===== config.mk =====
export PLATFORM = sky130hd
export DESIGN_NAME = rv64_ctrl
export DESIGN_NICKNAME = d
export VERILOG_FILES = /design/src/rtl/rv64_pkg.sv /design/src/rtl/rv64_ctrl.sv
export SDC_FILE = /design/constraint.sdc
export NUM_CORES = 1
export LEC_CHECK = 0
export BUFFER_PORTS_ARGS = -buffer_cell sky130_fd_sc_hd__buf_2
export CORE_AREA = 2 2 39 41
export CTS_BUF_LIST = sky130_fd_sc_hd__clkbuf_8
export DETAILED_ROUTE_END_ITERATION = 10
export DIE_AREA = 0 0 41 43
export HOLD_SLACK_MARGIN = 0.1
export MAX_ROUTING_LAYER = met4
export PLACE_DENSITY = 0.45
export SLEW_MARGIN = 5
export SYNTH_ARGS = -nofsm -noshare
export SYNTH_HDL_FRONTEND = slang
export SYNTH_SLANG_ARGS = --single-unit

===== constraint.sdc =====
create_clock -name clk_i -period 1.2 [get_ports clk_i]
set_clock_uncertainty 0.1 [all_clocks]
set_input_delay 0.24 -clock clk_i [delete_from_list [all_inputs] [get_ports clk_i]]
set_output_delay 0.24 -clock clk_i [all_outputs]
set_load 0.1 [all_outputs]

===== src/rtl/rv64_pkg.sv =====
// Shared types, codes and helper functions of the RV64IM execute unit.
// No dependencies; used by the top level, rv64_ctrl, rv64_mdu, rv64_dp and rv64_chk.
package rv64_pkg;

  localparam logic [6:0] OPC_LOAD   = 7'h03;
  localparam logic [6:0] OPC_STORE  = 7'h23;
  localparam logic [6:0] OPC_OPIMM  = 7'h13;
  localparam logic [6:0] OPC_OPIMMW = 7'h1b;
  localparam logic [6:0] OPC_OP     = 7'h33;
  localparam logic [6:0] OPC_OPW    = 7'h3b;
  localparam logic [6:0] OPC_BRANCH = 7'h63;
  localparam logic [6:0] OPC_JAL    = 7'h6f;
  localparam logic [6:0] OPC_JALR   = 7'h67;
  localparam logic [6:0] OPC_LUI    = 7'h37;
  localparam logic [6:0] OPC_AUIPC  = 7'h17;
  localparam logic [6:0] OPC_SYSTEM = 7'h73;

  localparam logic [6:0] F7_BASE   = 7'h00;
  localparam logic [6:0] F7_ALT    = 7'h20;
  localparam logic [6:0] F7_MULDIV = 7'h01;

  localparam logic [31:0] INST_ECALL  = 32'h0000_0073;
  localparam logic [31:0] INST_EBREAK = 32'h0010_0073;

  localparam logic [4:0] REG_HALT = 5'd10;

  localparam logic ITEM_EXEC      = 1'b0;
  localparam logic ITEM_LOAD_DATA = 1'b1;

  localparam logic [1:0] MEM_NONE  = 2'd0;
  localparam logic [1:0] MEM_LOAD  = 2'd1;
  localparam logic [1:0] MEM_STORE = 2'd2;

  localparam logic [1:0] ST_NORMAL  = 2'd0;
  localparam logic [1:0] ST_ECALL   = 2'd1;
  localparam logic [1:0] ST_BREAK   = 2'd2;
  localparam logic [1:0] ST_ILLEGAL = 2'd3;

  typedef enum logic [2:0] {
    C_IDLE,
    C_FETCH,
    C_EXEC,
    C_MDWAIT,
    C_WRITE
  } ctrl_state_e;

  typedef enum logic [2:0] {
    MD_IDLE,
    MD_MUL,
    MD_MULFIX,
    MD_DIV,
    MD_DIVFIX
  } md_phase_e;

  typedef struct packed {
    logic accept;
    logic latch_ops;
    logic exec;
    logic md_start;
    logic commit;
  } dp_cmd_t;

  typedef struct packed {
    logic md_req;
    logic md_done;
  } dp_status_t;

  function automatic logic [63:0] sext_word(input logic [63:0] v);
    sext_word = {{32{v[31]}}, v[31:0]};
  endfunction

  function automatic logic [63:0] size_mask(input logic [1:0] code);
    case (code)
      2'd0:    size_mask = 64'h0000_0000_0000_00ff;
      2'd1:    size_mask = 64'h0000_0000_0000_ffff;
      2'd2:    size_mask = 64'h0000_0000_ffff_ffff;
      default: size_mask = '1;
    endcase
  endfunction

  function automatic logic [63:0] ext_load(input logic [63:0] d, input logic [1:0] code,
                                           input logic sgn);
    case (code)
      2'd0:    ext_load = {{56{sgn & d[7]}}, d[7:0]};
      2'd1:    ext_load = {{48{sgn & d[15]}}, d[15:0]};
      2'd2:    ext_load = {{32{sgn & d[31]}}, d[31:0]};
      default: ext_load = d;
    endcase
  endfunction

endpackage


===== src/rtl/rv64_ctrl.sv =====
// Controller of the execute unit: sequences fetch, execute, multiply/divide wait and commit.
// Depends on rv64_pkg.
module rv64_ctrl (
  input  logic                clk_i,
  input  logic                rst_ni,
  input  logic                in_valid_i,
  output logic                in_ready_o,
  input  logic                out_ready_i,
  output logic                out_valid_o,
  input  rv64_pkg::dp_status_t status_i,
  output rv64_pkg::dp_cmd_t    cmd_o
);

  rv64_pkg::ctrl_state_e state_q, state_d;
  logic                  out_valid_q, out_valid_d;

  always_ff @(posedge clk_i or negedge rst_ni) begin
    if (!rst_ni) begin
      state_q     <= rv64_pkg::C_IDLE;
      out_valid_q <= 1'b0;
    end else begin
      state_q     <= state_d;
      out_valid_q <= out_valid_d;
    end
  end

  always_comb begin
    state_d    = state_q;
    cmd_o      = '0;
    in_ready_o = 1'b0;
    case (state_q)
      rv64_pkg::C_IDLE: begin
        in_ready_o   = 1'b1;
        cmd_o.accept = in_valid_i;
        if (in_valid_i) begin
          state_d = rv64_pkg::C_FETCH;
        end
      end
      rv64_pkg::C_FETCH: begin
        cmd_o.latch_ops = 1'b1;
        state_d         = rv64_pkg::C_EXEC;
      end
      rv64_pkg::C_EXEC: begin
        cmd_o.exec     = 1'b1;
        cmd_o.md_start = status_i.md_req;
        state_d        = status_i.md_req ? rv64_pkg::C_MDWAIT : rv64_pkg::C_WRITE;
      end
      rv64_pkg::C_MDWAIT: begin
        if (status_i.md_done) begin
          state_d = rv64_pkg::C_WRITE;
        end
      end
      rv64_pkg::C_WRITE: begin
        cmd_o.commit = !out_valid_q || out_ready_i;
        if (cmd_o.commit) begin
          state_d = rv64_pkg::C_IDLE;
        end
      end
      default: state_d = rv64_pkg::C_IDLE;
    endcase
  end

  always_comb begin
    out_valid_d = out_valid_q;
    if (cmd_o.commit) begin
      out_valid_d = 1'b1;
    end else if (out_ready_i) begin
      out_valid_d = 1'b0;
    end
  end

  assign out_valid_o = out_valid_q;

endmodule


# == Yosys cells after proc, flatten, opt, wreduce, memory -nomap -nowiden ==
# Cells that the tools add are included.
# totals
inputBits,6
regBits,4
out_inout_bits,7
wordCells,26
# classes
n_eq_ne,7
muxes,12
reduce_logical,5
# ops
cell,n
case mux 3 bit (5 select lines),1
2-to-1 mux 3 bit,4
== test 3 x 2 -> 1 bit (second input constant),2
2-to-1 mux 1 bit,6
!= test 2 bit (second input constant),3
== test 3 x 1 -> 1 bit (second input constant),1
== test 3 bit (second input constant),1
logical NOT 3 bit,1
AND reduction 3 bit,1
2-to-1 mux 2 bit,1
nonzero test 2 bit,1
logical NOT 1 bit,1
logical OR 1 bit,1

# == Longest topological paths before layout ==
# Gate-level depths: netlist of the first run.
# depth
depth_word,4
mapped_depth,4
depth_no_buf,3

# == Worst setup path before layout of the first run ==
# Ideal clock, no wire load.
# synth_path
path_type,register to output
start,register state_q[1]
end,output cmd_o[3] in the netlist's numbering
t_arrival_ps,2691
slack_ps,-1831
path_stages_with_launch,3
path_buffers,1
required_ps,860
path_cell_list,dfrtp_1 -> buf_6 -> nor3b_1
# synth_lines
item,line,rtl
from (decl),rv64_ctrl.sv:14,"rv64_pkg::ctrl_state_e state_q, state_d;"
from (signal assigned),rv64_ctrl.sv:19,state_q <= rv64_pkg::C_IDLE;
from (signal assigned),rv64_ctrl.sv:22,state_q <= state_d;
to (decl),rv64_ctrl.sv:11,output rv64_pkg::dp_cmd_t cmd_o

==> summary.txt, run 1 <==
Clock network
  – Clock sinks: 4
  – Clock Tree Buf Depth: 2
  – CTS tree: yes
  – Worst skew pair latency: 0.22 ns
  – Clock transition at the registers of the reported paths: 0.04 ns
  – CTS root buf: clkbuf_8
  – Htree depth: 1
  – CTS buffer count: 3

Flow run
  – Max_cap viols: 0

Finish
  – Fin cells: 68
  – Most common cell after layout, fill and taps aside: buf_4
  – Share of layout cells above drive strength 1: 80.77%
  – Final Cell Area: between 600 and 700 µm²
  – Final Net Count: 59
  – Diode count: 0
  – Area Overhead vs Synth: 133.5%
  – Commonest cells after routing, fill and taps aside: buf_4 (8), buf_12 (7), buf_2 (5)

Setup path
  – Worst setup SP type: flop
  – Crit path kind: reg -> out
  – CP endpoint kind: output port
  – Crit-path max cell delay: 0.44 ns
  – Worst-path maximum fanout: 4
  – Crit path cell chain: nand2b_4, nor2_4, and2_4, buf_12
  – Slowest CP cell: dfrtp_2
  – Critical path required time: around 0.86 ns
  – WP data arrival: 1.22 ns

Placed design
  – Dpl cells: 60
  – PortBufs: 12
  – Placement Cell Area: 521.8 µm²
  – Routability cong.: 0.7358
  – DP HPWL: ~510 µm

Yosys
  – Mux cell area share after synthesis: 0%
  – Top cells by area, synth: dfrtp_1 (37%), a211oi_2 (9.3%), buf_6 (8.4%)
  – Syn avg cell area: 9.963 µm²
  – Sequential area share after synthesis: 37.21%
  – Yosys top cell area share: 37.21%
  – Synth Cell Area: ~270 µm²
  – Area leader, netlist: dfrtp_1
  – Mapped Cells: 27
  – Distinct cells, synth: 17
  – Synth Area in XOR/XNOR: 0%
  – Adder-Cell Fraction of Synth Area: 0%
  – Main combinational cell family by area after synthesis: simple AND/OR/NAND/NOR gates
  – Net Count, Synth: 33
  – Complex-gate fraction of the synthesized area: 18.60%
  – Yosys reg bits: 4
  – Synth Warn #: 0
  – Fraction of the mapped netlist area in simple logic gates: 33.02%

Global route
  – GRT overflow: 0
  – Initial antenna violation count: 0
  – Number of global-route vias before repair: 326
  – Routing usage on met1: 13.07%
  – Gr usage total: 11.69%
  – GRT busiest layer: met2
  – Grt met3 use: 3.141%
  – Met2 Resource Use GR: 16.25%
  – First-pass GRT wire length: 1255 µm
  – Largest net degree at the start of global routing: 6

Floorplan
  – Core Area: approximately 1400 µm²
  – Die height: 43 µm
  – Die Wd: slightly above 40 µm
  – Die area: 1763 µm²
  – Row count: 14
  – Top-Level Pins: 13
  – Initial Utilization: about 19%

Run status
  – Status: finished, violations left
  – Failing checks: setup timing

STA
  – Final setup viols: 10
  – Final Hold Vio Count: 0
  – Fmax achieved: roughly 0.64 GHz
  – Setup TNS: -2.446 ns
  – Fin crit share: 130.1%
  – Least-Margin Pin Slew: 0.2258 ns
  – RSZ-0062 raised after global routing: true
  – Slew Viols, Final: 0
  – Min Tclk post-route: 1.561 ns
  – Slew HR: 84.85%
  – Final worst slack: -0.3608 ns

Detailed routing
  – Via count: 298
  – Detailed Routing Iterations Pass 1: 2
  – Wirelength per Cell: 10.28 µm
  – Post-route ant nets: 0
  – Vias per Instance: between 4 and 5
  – Drc violations: 0
  – Final wirelength: 699 µm
  – DR iter-0 viols: 3

Hold path
  – Worst hold path class: in -> reg
## routing by layer
layer,vias to the layer above,part of all wire (%)
li1,144,-
met3,2,6.2
met1,138,41
met4,0,2.7
met5,-,0
met2,14,49
## layout make-up
| type | count | area [µm²] |
|---|---|---|
| well taps | 16 | 20.02 |
| flip-flops and latches | 4 | 107.6 |
| clock inverters | 1 | 3.754 |
| repair buffers | 24 | 269.0 |
| clock buffers | 3 | 41.29 |
| fillers | 138 | 755.7 |
| multi-input cells | 20 | 186.4 |
## final timing paths
kind | from | endpoint | slack, ns | depth (start not counted)
max in group asynchronous | rst_ni | state_q[1] | 0.61 | 2
min | status_i[0] | state_q[1] | 0.17 | 2
min in group asynchronous | rst_ni | out_valid_o | 0.25 | 2
max | state_q[2] | cmd_o[1] | -0.36 | 4
min reg2reg | state_q[1] | state_q[2] | 0.57 | 2
max reg2reg | state_q[0] | state_q[0] | -0.11 | 5
## registers in the layout (all words and copies together) (netlist names)
| register | flops |
|---|---|
| out_valid_o | 1 |
| state_q | 3 |
## synthesized netlist by cell type
cell	n
and2_1	2
nand2b_1	2
buf_4	1
nor3b_1	1
a311oi_1	1
nor3_2	1
nor2_2	1
nand2_1	2
a21oi_1	2
o22ai_1	1
buf_6	2
nor2_1	2
nor2b_2	1
dfrtp_1	4
and3_2	1
a211oi_2	2
nand2b_2	1
## worst max-delay path: cells and delay by family (launching register included)
kind / cells / cell delay, ns
DFF: 1 / 0.44
and+or+nand+nor: 3 / 0.40
buffers and inverters: 1 / 0.16
## logic make-up after synthesis
kind of cell / count (synthesis)
buf+inv: 3
compound gates: 6
simple gates: 14
flops: 4
## what timing repair did
item,in CTS,in global routing
pin swaps,4,1
resized for setup,7,1
endpoints found under the setup margin,9,10
hold endpoints to repair,4,0
hold buffers,1,0
buffers inserted,1,2
## per-stage QoR
stage          setup slack, ns  hold slack, ns  util (%)
3_5_place_dp           -0.1912        -0.05364     37.70
2_1_floorplan          -0.9101         -0.1556         -
6_report               -0.3608          0.1676     45.39
4_1_cts                -0.3740          0.1602     44.03
3_3_place_gp           -0.2000        -0.05361     37.70
5_1_grt                -0.4069          0.1775     45.39
Power of run 1 is left out: the tool's default activity adds up to more than one toggle a clock period on the data nets, which glitch-free logic cannot reach.
==> run 2: changes to the inputs <==
--- a/config.mk
+++ b/config.mk
@@ -8,12 +8,14 @@
 export BUFFER_PORTS_ARGS = -buffer_cell sky130_fd_sc_hd__buf_2
 export CORE_AREA = 2 2 39 41
 export CTS_BUF_LIST = sky130_fd_sc_hd__clkbuf_8
+export CTS_CLUSTER_DIAMETER = 150
 export DETAILED_ROUTE_END_ITERATION = 10
 export DIE_AREA = 0 0 41 43
+export GPL_TIMING_DRIVEN = 0
 export HOLD_SLACK_MARGIN = 0.1
 export MAX_ROUTING_LAYER = met4
 export PLACE_DENSITY = 0.45
-export SLEW_MARGIN = 5
+export SLEW_MARGIN = 25
 export SYNTH_ARGS = -nofsm -noshare
 export SYNTH_HDL_FRONTEND = slang
 export SYNTH_SLANG_ARGS = --single-unit
==> summary.txt, run 2 (same netlist as run 1, synthesis figures left out) <==
STA
  – Fmax achieved: 0.6369 GHz (was 0.6407 GHz)
  – Final Hold Vio Count: 0 (unchanged)
  – Slew HR: 86.67% (was 84.85%)
  – Min Tclk post-route: 1.570 ns (was 1.561 ns)
  – Final setup viols: 7 (was 10)
  – Least-Margin Pin Slew: 0.1985 ns (was 0.2258 ns)
  – Fin crit share: 130.8% (was 130.1%)
  – RSZ-0062 raised after global routing: true (unchanged)
  – Final worst slack: -0.3701 ns (was -0.3608 ns)
  – Slew Viols, Final: 0 (unchanged)

Detailed routing
  – Via count: 280 (was 298)
  – Drc violations: 0 (unchanged)
  – Final wirelength: 706 µm (was 699 µm)
  – DR iter-0 viols: 1 (was 3)
  – Wirelength per Cell: 10.86 µm (was 10.28 µm)
  – Vias per Instance: 4.308 (was 4.382)
  – Post-route ant nets: 0 (unchanged)
  – Detailed Routing Iterations Pass 1: 2 (unchanged)

Global route
  – Number of global-route vias before repair: 319 (was 326)
  – Gr usage total: 11.56% (was 11.69%)
  – First-pass GRT wire length: 1276 µm (was 1255 µm)
  – GRT overflow: 0 (unchanged)
  – Largest net degree at the start of global routing: 7 (was 6)
  – Initial antenna violation count: 0 (unchanged)

Finish
  – Final Net Count: 57 (was 59)
  – Area Overhead vs Synth: 122.3% (was 133.5%)
  – Register Area: 105.1 µm² (was 107.6 µm²)
  – Commonest cells after routing, fill and taps aside: buf_12 (6), buf_4 (6), buf_2 (5), buf_6 (4), clkbuf_8 (3) (was buf_4 (8), buf_12 (7), buf_2 (5))
  – Biggest register: state_q (unchanged)
  – Max FFs per register: 3 (unchanged)
  – Multi-input combinational cell area: 186.4 µm² (unchanged)
  – Final Core Density: 43.22% (was 45.39%)
  – Fillers: 142 (was 138)
  – Diode count: 0 (unchanged)
  – Share of layout cells above drive strength 1: 79.59% (was 80.77%)

Setup path
  – Crit path max-delay family: flip-flops (unchanged)
  – Buffers & Inverters on Critical Path: 1 (unchanged)
  – CP endpoint kind: output port (unchanged)
  – Worst-path maximum fanout: 5 (was 4)
  – Critical path required time: 0.86 ns (about the same)
  – Worst setup SP type: flop (unchanged)
  – Crit path cell chain: nand2b_4, nor2_4, and2_4, buf_12 (unchanged)
  – WP data arrival: 1.23 ns (was 1.22 ns)
  – Slowest CP cell: dfrtp_2 (unchanged)
  – Crit path kind: reg -> out (unchanged)
  – Crit-path max cell delay: 0.45 ns (was 0.44 ns)

Hold path
  – Worst hold path class: in -> reg (unchanged)

Floorplan
  – Die height: 43 µm (unchanged)
  – Core Area: 1384 µm² (unchanged)
  – Die Wd: 41 µm (unchanged)
  – Initial Utilization: 19.44% (unchanged)
  – Top-Level Pins: 13 (unchanged)
  – Row count: 14 (unchanged)
  – Die area: 1763 µm² (unchanged)

Placed design
  – PortBufs: 12 (unchanged)
  – Routability cong.: 0.6746 (was 0.7358)
  – DP HPWL: 479 µm (was 513.4 µm)

Clock network
  – Worst skew pair latency: 0.22 ns (about the same)
  – Clock sinks: 4 (unchanged)
  – CTS tree: yes (unchanged)
  – CTS buffer count: 3 (unchanged)
  – Clock transition at the registers of the reported paths: 0.03 ns (was 0.04 ns)
  – Clock Tree Buf Depth: 2 (unchanged)
  – Htree depth: 1 (unchanged)
  – CTS root buf: clkbuf_8 (unchanged)

Flow run
  – Max_cap viols: 0 (unchanged)

Run status
  – Status: finished, violations left (unchanged)
  – Failing checks: setup timing (unchanged)
run 2: cell type report:
cell class | count | area share, %
flip-flops and latches | 4 | 17.57
well taps | 16 | 3.347
repair buffers | 20 | 37.24
plain buffers | 2 | 3.766
clock buffers | 3 | 6.904
multi-input cells | 20 | 31.17
run 2: timing repair:
action / 4_1_cts / 5_1_grt
hold buffers: 1 / 0
pin swaps: 5 / 1
buffers inserted: 7 / 0
resized for setup: 29 / 2
endpoints found under the setup margin: 7 / 9
gates cloned: 0 / 0
hold endpoints to repair: 4 / 0
run 2: metal layers:
| metal | up-vias | part of all wire [%] | GRT usage [%] |
|---|---|---|---|
| li1 | 137 | - | - |
| met1 | 129 | 41 | 12.34 |
| met2 | 12 | 52 | 16.56 |
| met3 | 2 | 4.2 | 3.141 |
| met4 | 0 | 2.3 | 10.00 |
| met5 | - | 0 | - |
run 2: stage by stage:
step	cell area (µm²)	hold WS, ns	std cells	setup slack (ns)	TNS (ns)
floorplan	319.1	-0.1556	27	-0.9101	-3.412
global placement	399.1	-0.05214	55	-0.4779	-2.077
detailed placement	399.1	-0.04972	55	-0.4839	-2.163
CTS	591.8	0.1397	65	-0.3758	-2.071
global route	598.1	0.1508	65	-0.4021	-2.277
finish	598.1	0.1426	65	-0.3701	-2.031
run 2: worst register-to-register path: cells and delay by family (launching register included):
kind	cells	cell delay (ns)
flip-flops	1	0.36
AO/OA/AOI/OAI	2	0.19
buffers and inverters	2	0.27
AND/OR/NAND/NOR	1	0.11
run 2: final timing paths:
check | startpoint | endpoint | slack, ns | depth (start not counted)
min in group asynchronous | rst_ni | out_valid_o | 0.27 | 2
hold / removal | status_i[0] | state_q[1] | 0.14 | 2
max in group asynchronous | rst_ni | out_valid_o | 0.60 | 2
setup reg to reg | state_q[1] | state_q[0] | 0.07 | 5
setup / recovery | state_q[2] | cmd_o[1] | -0.37 | 4
hold reg to reg | out_valid_o | out_valid_o | 0.48 | 2
Power of run 2 is left out for the same reason.
==> run 3: changes to the inputs <==
--- a/config.mk
+++ b/config.mk
@@ -15,6 +15,7 @@
 export HOLD_SLACK_MARGIN = 0.1
 export MAX_ROUTING_LAYER = met4
 export PLACE_DENSITY = 0.45
+export REMOVE_ABC_BUFFERS = 1
 export SLEW_MARGIN = 25
 export SYNTH_ARGS = -nofsm -noshare
 export SYNTH_HDL_FRONTEND = slang
==> summary.txt, run 3 (same netlist as run 1, synthesis figures left out) <==
Setup path
  – Crit path kind: reg -> out (unchanged)
  – CP endpoint kind: output port (unchanged)
  – Worst-path maximum fanout: 6 (was 5)
  – Critical path required time: 0.86 ns (about the same)
  – Critical Path Start: state_q[2] (unchanged)
  – R2R Setup Slk: 0.01 ns (was 0.07 ns)
  – WP data arrival: 1.23 ns (about the same)
  – R2r worst-path depth: 4 (was 5)
  – Reg-to-reg startpoint: state_q[0] (was state_q[1])
  – Worst setup SP type: flop (unchanged)
  – End point of the critical path: cmd_o[4] (was cmd_o[1])
  – R2R Path End: state_q[0] (unchanged)

STA
  – Min Tclk post-route: 1.573 ns (was 1.570 ns)
  – RSZ-0062 raised after global routing: true (unchanged)
  – Fin crit share: 131.1% (was 130.8%)
  – Final setup viols: 6 (was 7)
  – Fmax achieved: 0.6357 GHz (was 0.6369 GHz)
  – Final Hold Vio Count: 0 (unchanged)
  – Final worst slack: -0.3731 ns (was -0.3701 ns)
  – Slew Viols, Final: 0 (unchanged)
  – Least-Margin Pin Slew: 0.2787 ns (was 0.1985 ns)
  – Slew HR: 81.57% (was 86.67%)

Global route
  – Gr usage total: 9.185% (was 11.56%)
  – First-pass GRT wire length: 1048 µm (was 1276 µm)
  – Largest net degree at the start of global routing: 8 (was 7)
  – GRT overflow: 0 (unchanged)
  – Initial antenna violation count: 0 (unchanged)
  – Number of global-route vias before repair: 262 (was 319)

Clock network
  – Clock transition at the registers of the reported paths: 0.03 ns (about the same)
  – Clock sinks: 4 (unchanged)
  – Clock Tree Buf Depth: 2 (unchanged)
  – Htree depth: 1 (unchanged)
  – CTS buffer count: 3 (unchanged)
  – Worst skew pair latency: 0.21 ns (was 0.22 ns)
  – CTS tree: yes (unchanged)
  – CTS root buf: clkbuf_8 (unchanged)

Finish
  – Multi-input combinational cell area: 160.2 µm² (was 186.4 µm²)
  – Share of layout cells above drive strength 1: 75.51% (was 79.59%)
  – Final Net Count: 57 (unchanged)
  – Max FFs per register: 3 (unchanged)
  – Commonest cells after routing, fill and taps aside: buf_4 (11), buf_2 (5), buf_12 (4), clkbuf_8 (3), dfrtp_2 (3) (was buf_12 (6), buf_4 (6), buf_2 (5), buf_6 (4), clkbuf_8 (3))
  – Biggest register: state_q (unchanged)
  – Fillers: 149 (was 142)
  – Register Area: 103.9 µm² (was 105.1 µm²)
  – Area Overhead vs Synth: 98.60% (was 122.3%)
  – Most common cell after layout, fill and taps aside: buf_4
  – Final Cell Area: 534.3 µm² (was 598.1 µm²)
  – Diode count: 0 (unchanged)
  – Final Core Density: 38.61% (was 43.22%)

Run status
  – Failing checks: setup timing (unchanged)
  – Status: finished, violations left (unchanged)

Detailed routing
  – Via count: 274 (was 280)
  – Detailed Routing Iterations Pass 1: 4 (was 2)
  – DR iter-0 viols: 2 (was 1)
  – Drc violations: 0 (unchanged)
  – Final wirelength: 694 µm (was 706 µm)
  – Post-route ant nets: 0 (unchanged)
  – Wirelength per Cell: 10.68 µm (was 10.86 µm)
  – Vias per Instance: 4.215 (was 4.308)

Placed design
  – PortBufs: 12 (unchanged)
  – DP HPWL: 406.5 µm (was 479 µm)
  – Placement Cell Area: 319.1 µm² (was 399.1 µm²)
  – Routability cong.: 0.5862 (was 0.6746)

Floorplan
  – Row count: 14 (unchanged)
  – Die height: 43 µm (unchanged)
  – Top-Level Pins: 13 (unchanged)
  – Die area: 1763 µm² (unchanged)
  – Initial Utilization: 19.44% (unchanged)
  – Core Area: 1384 µm² (unchanged)
  – Die Wd: 41 µm (unchanged)

Flow run
  – Max_cap viols: 0 (unchanged)

Hold path
  – Worst hold path class: in -> reg (unchanged)
[run 3: layout make-up]
type / instances / share of cell area [%]
Clock buffer: 3 / 7.728
Multi-Input combinational cell: 20 / 29.98
Sequential cell: 4 / 19.44
Tap cell: 16 / 3.747
Timing Repair Buffer: 22 / 39.11
[run 3: metal layers]
layer	wire length, µm	global-route usage [%]	share of wire, %
met4	0	2.000	0
met2	349	12.81	50
met3	59	6.806	8.5
met5	0	-	0
met1	285	10.39	41
[run 3: timing repair]
| item | CTS | global route |
|---|---|---|
| endpoints found under the hold margin | 4 | 0 |
| setup endpoints to repair | 7 | 7 |
| buffers inserted | 7 | 2 |
| hold buffers | 1 | 0 |
| resized for setup | 23 | 6 |
| pin swaps | 2 | 1 |
| cloned | 0 | 0 |
[run 3: worst max-delay path, stage by stage, from the launching register on]
cell and delay (ns):
dfrtp_2 0.43, nor3_2 0.23, and2_4 0.18, buf_12 0.16
[run 3: worst min-delay path by stage]
stage                      from          end  cells past startpoint
detailed placement       rst_ni  out_valid_o                      1
finish              status_i[0]   state_q[1]                      2
global route        status_i[0]   state_q[1]                      2
floorplan                rst_ni  out_valid_o                      0
global placement         rst_ni  out_valid_o                      1
CTS                 status_i[0]   state_q[1]                      2
[run 3: through the flow]
stage / setup TNS, ns / hold WS [ns] / setup WS (ns) / std cells
final: -2.015 / 0.1769 / -0.3731 / 65
after global routing: -2.304 / 0.1719 / -0.4047 / 65
after CTS: -2.166 / 0.1634 / -0.3922 / 63
after detailed placement: -2.219 / -0.05173 / -0.4419 / 52
after global placement: -2.198 / -0.05383 / -0.4485 / 52
after floorplan: -7.546 / -0.1556 / -1.886 / 24
Power of run 3 is left out for the same reason.
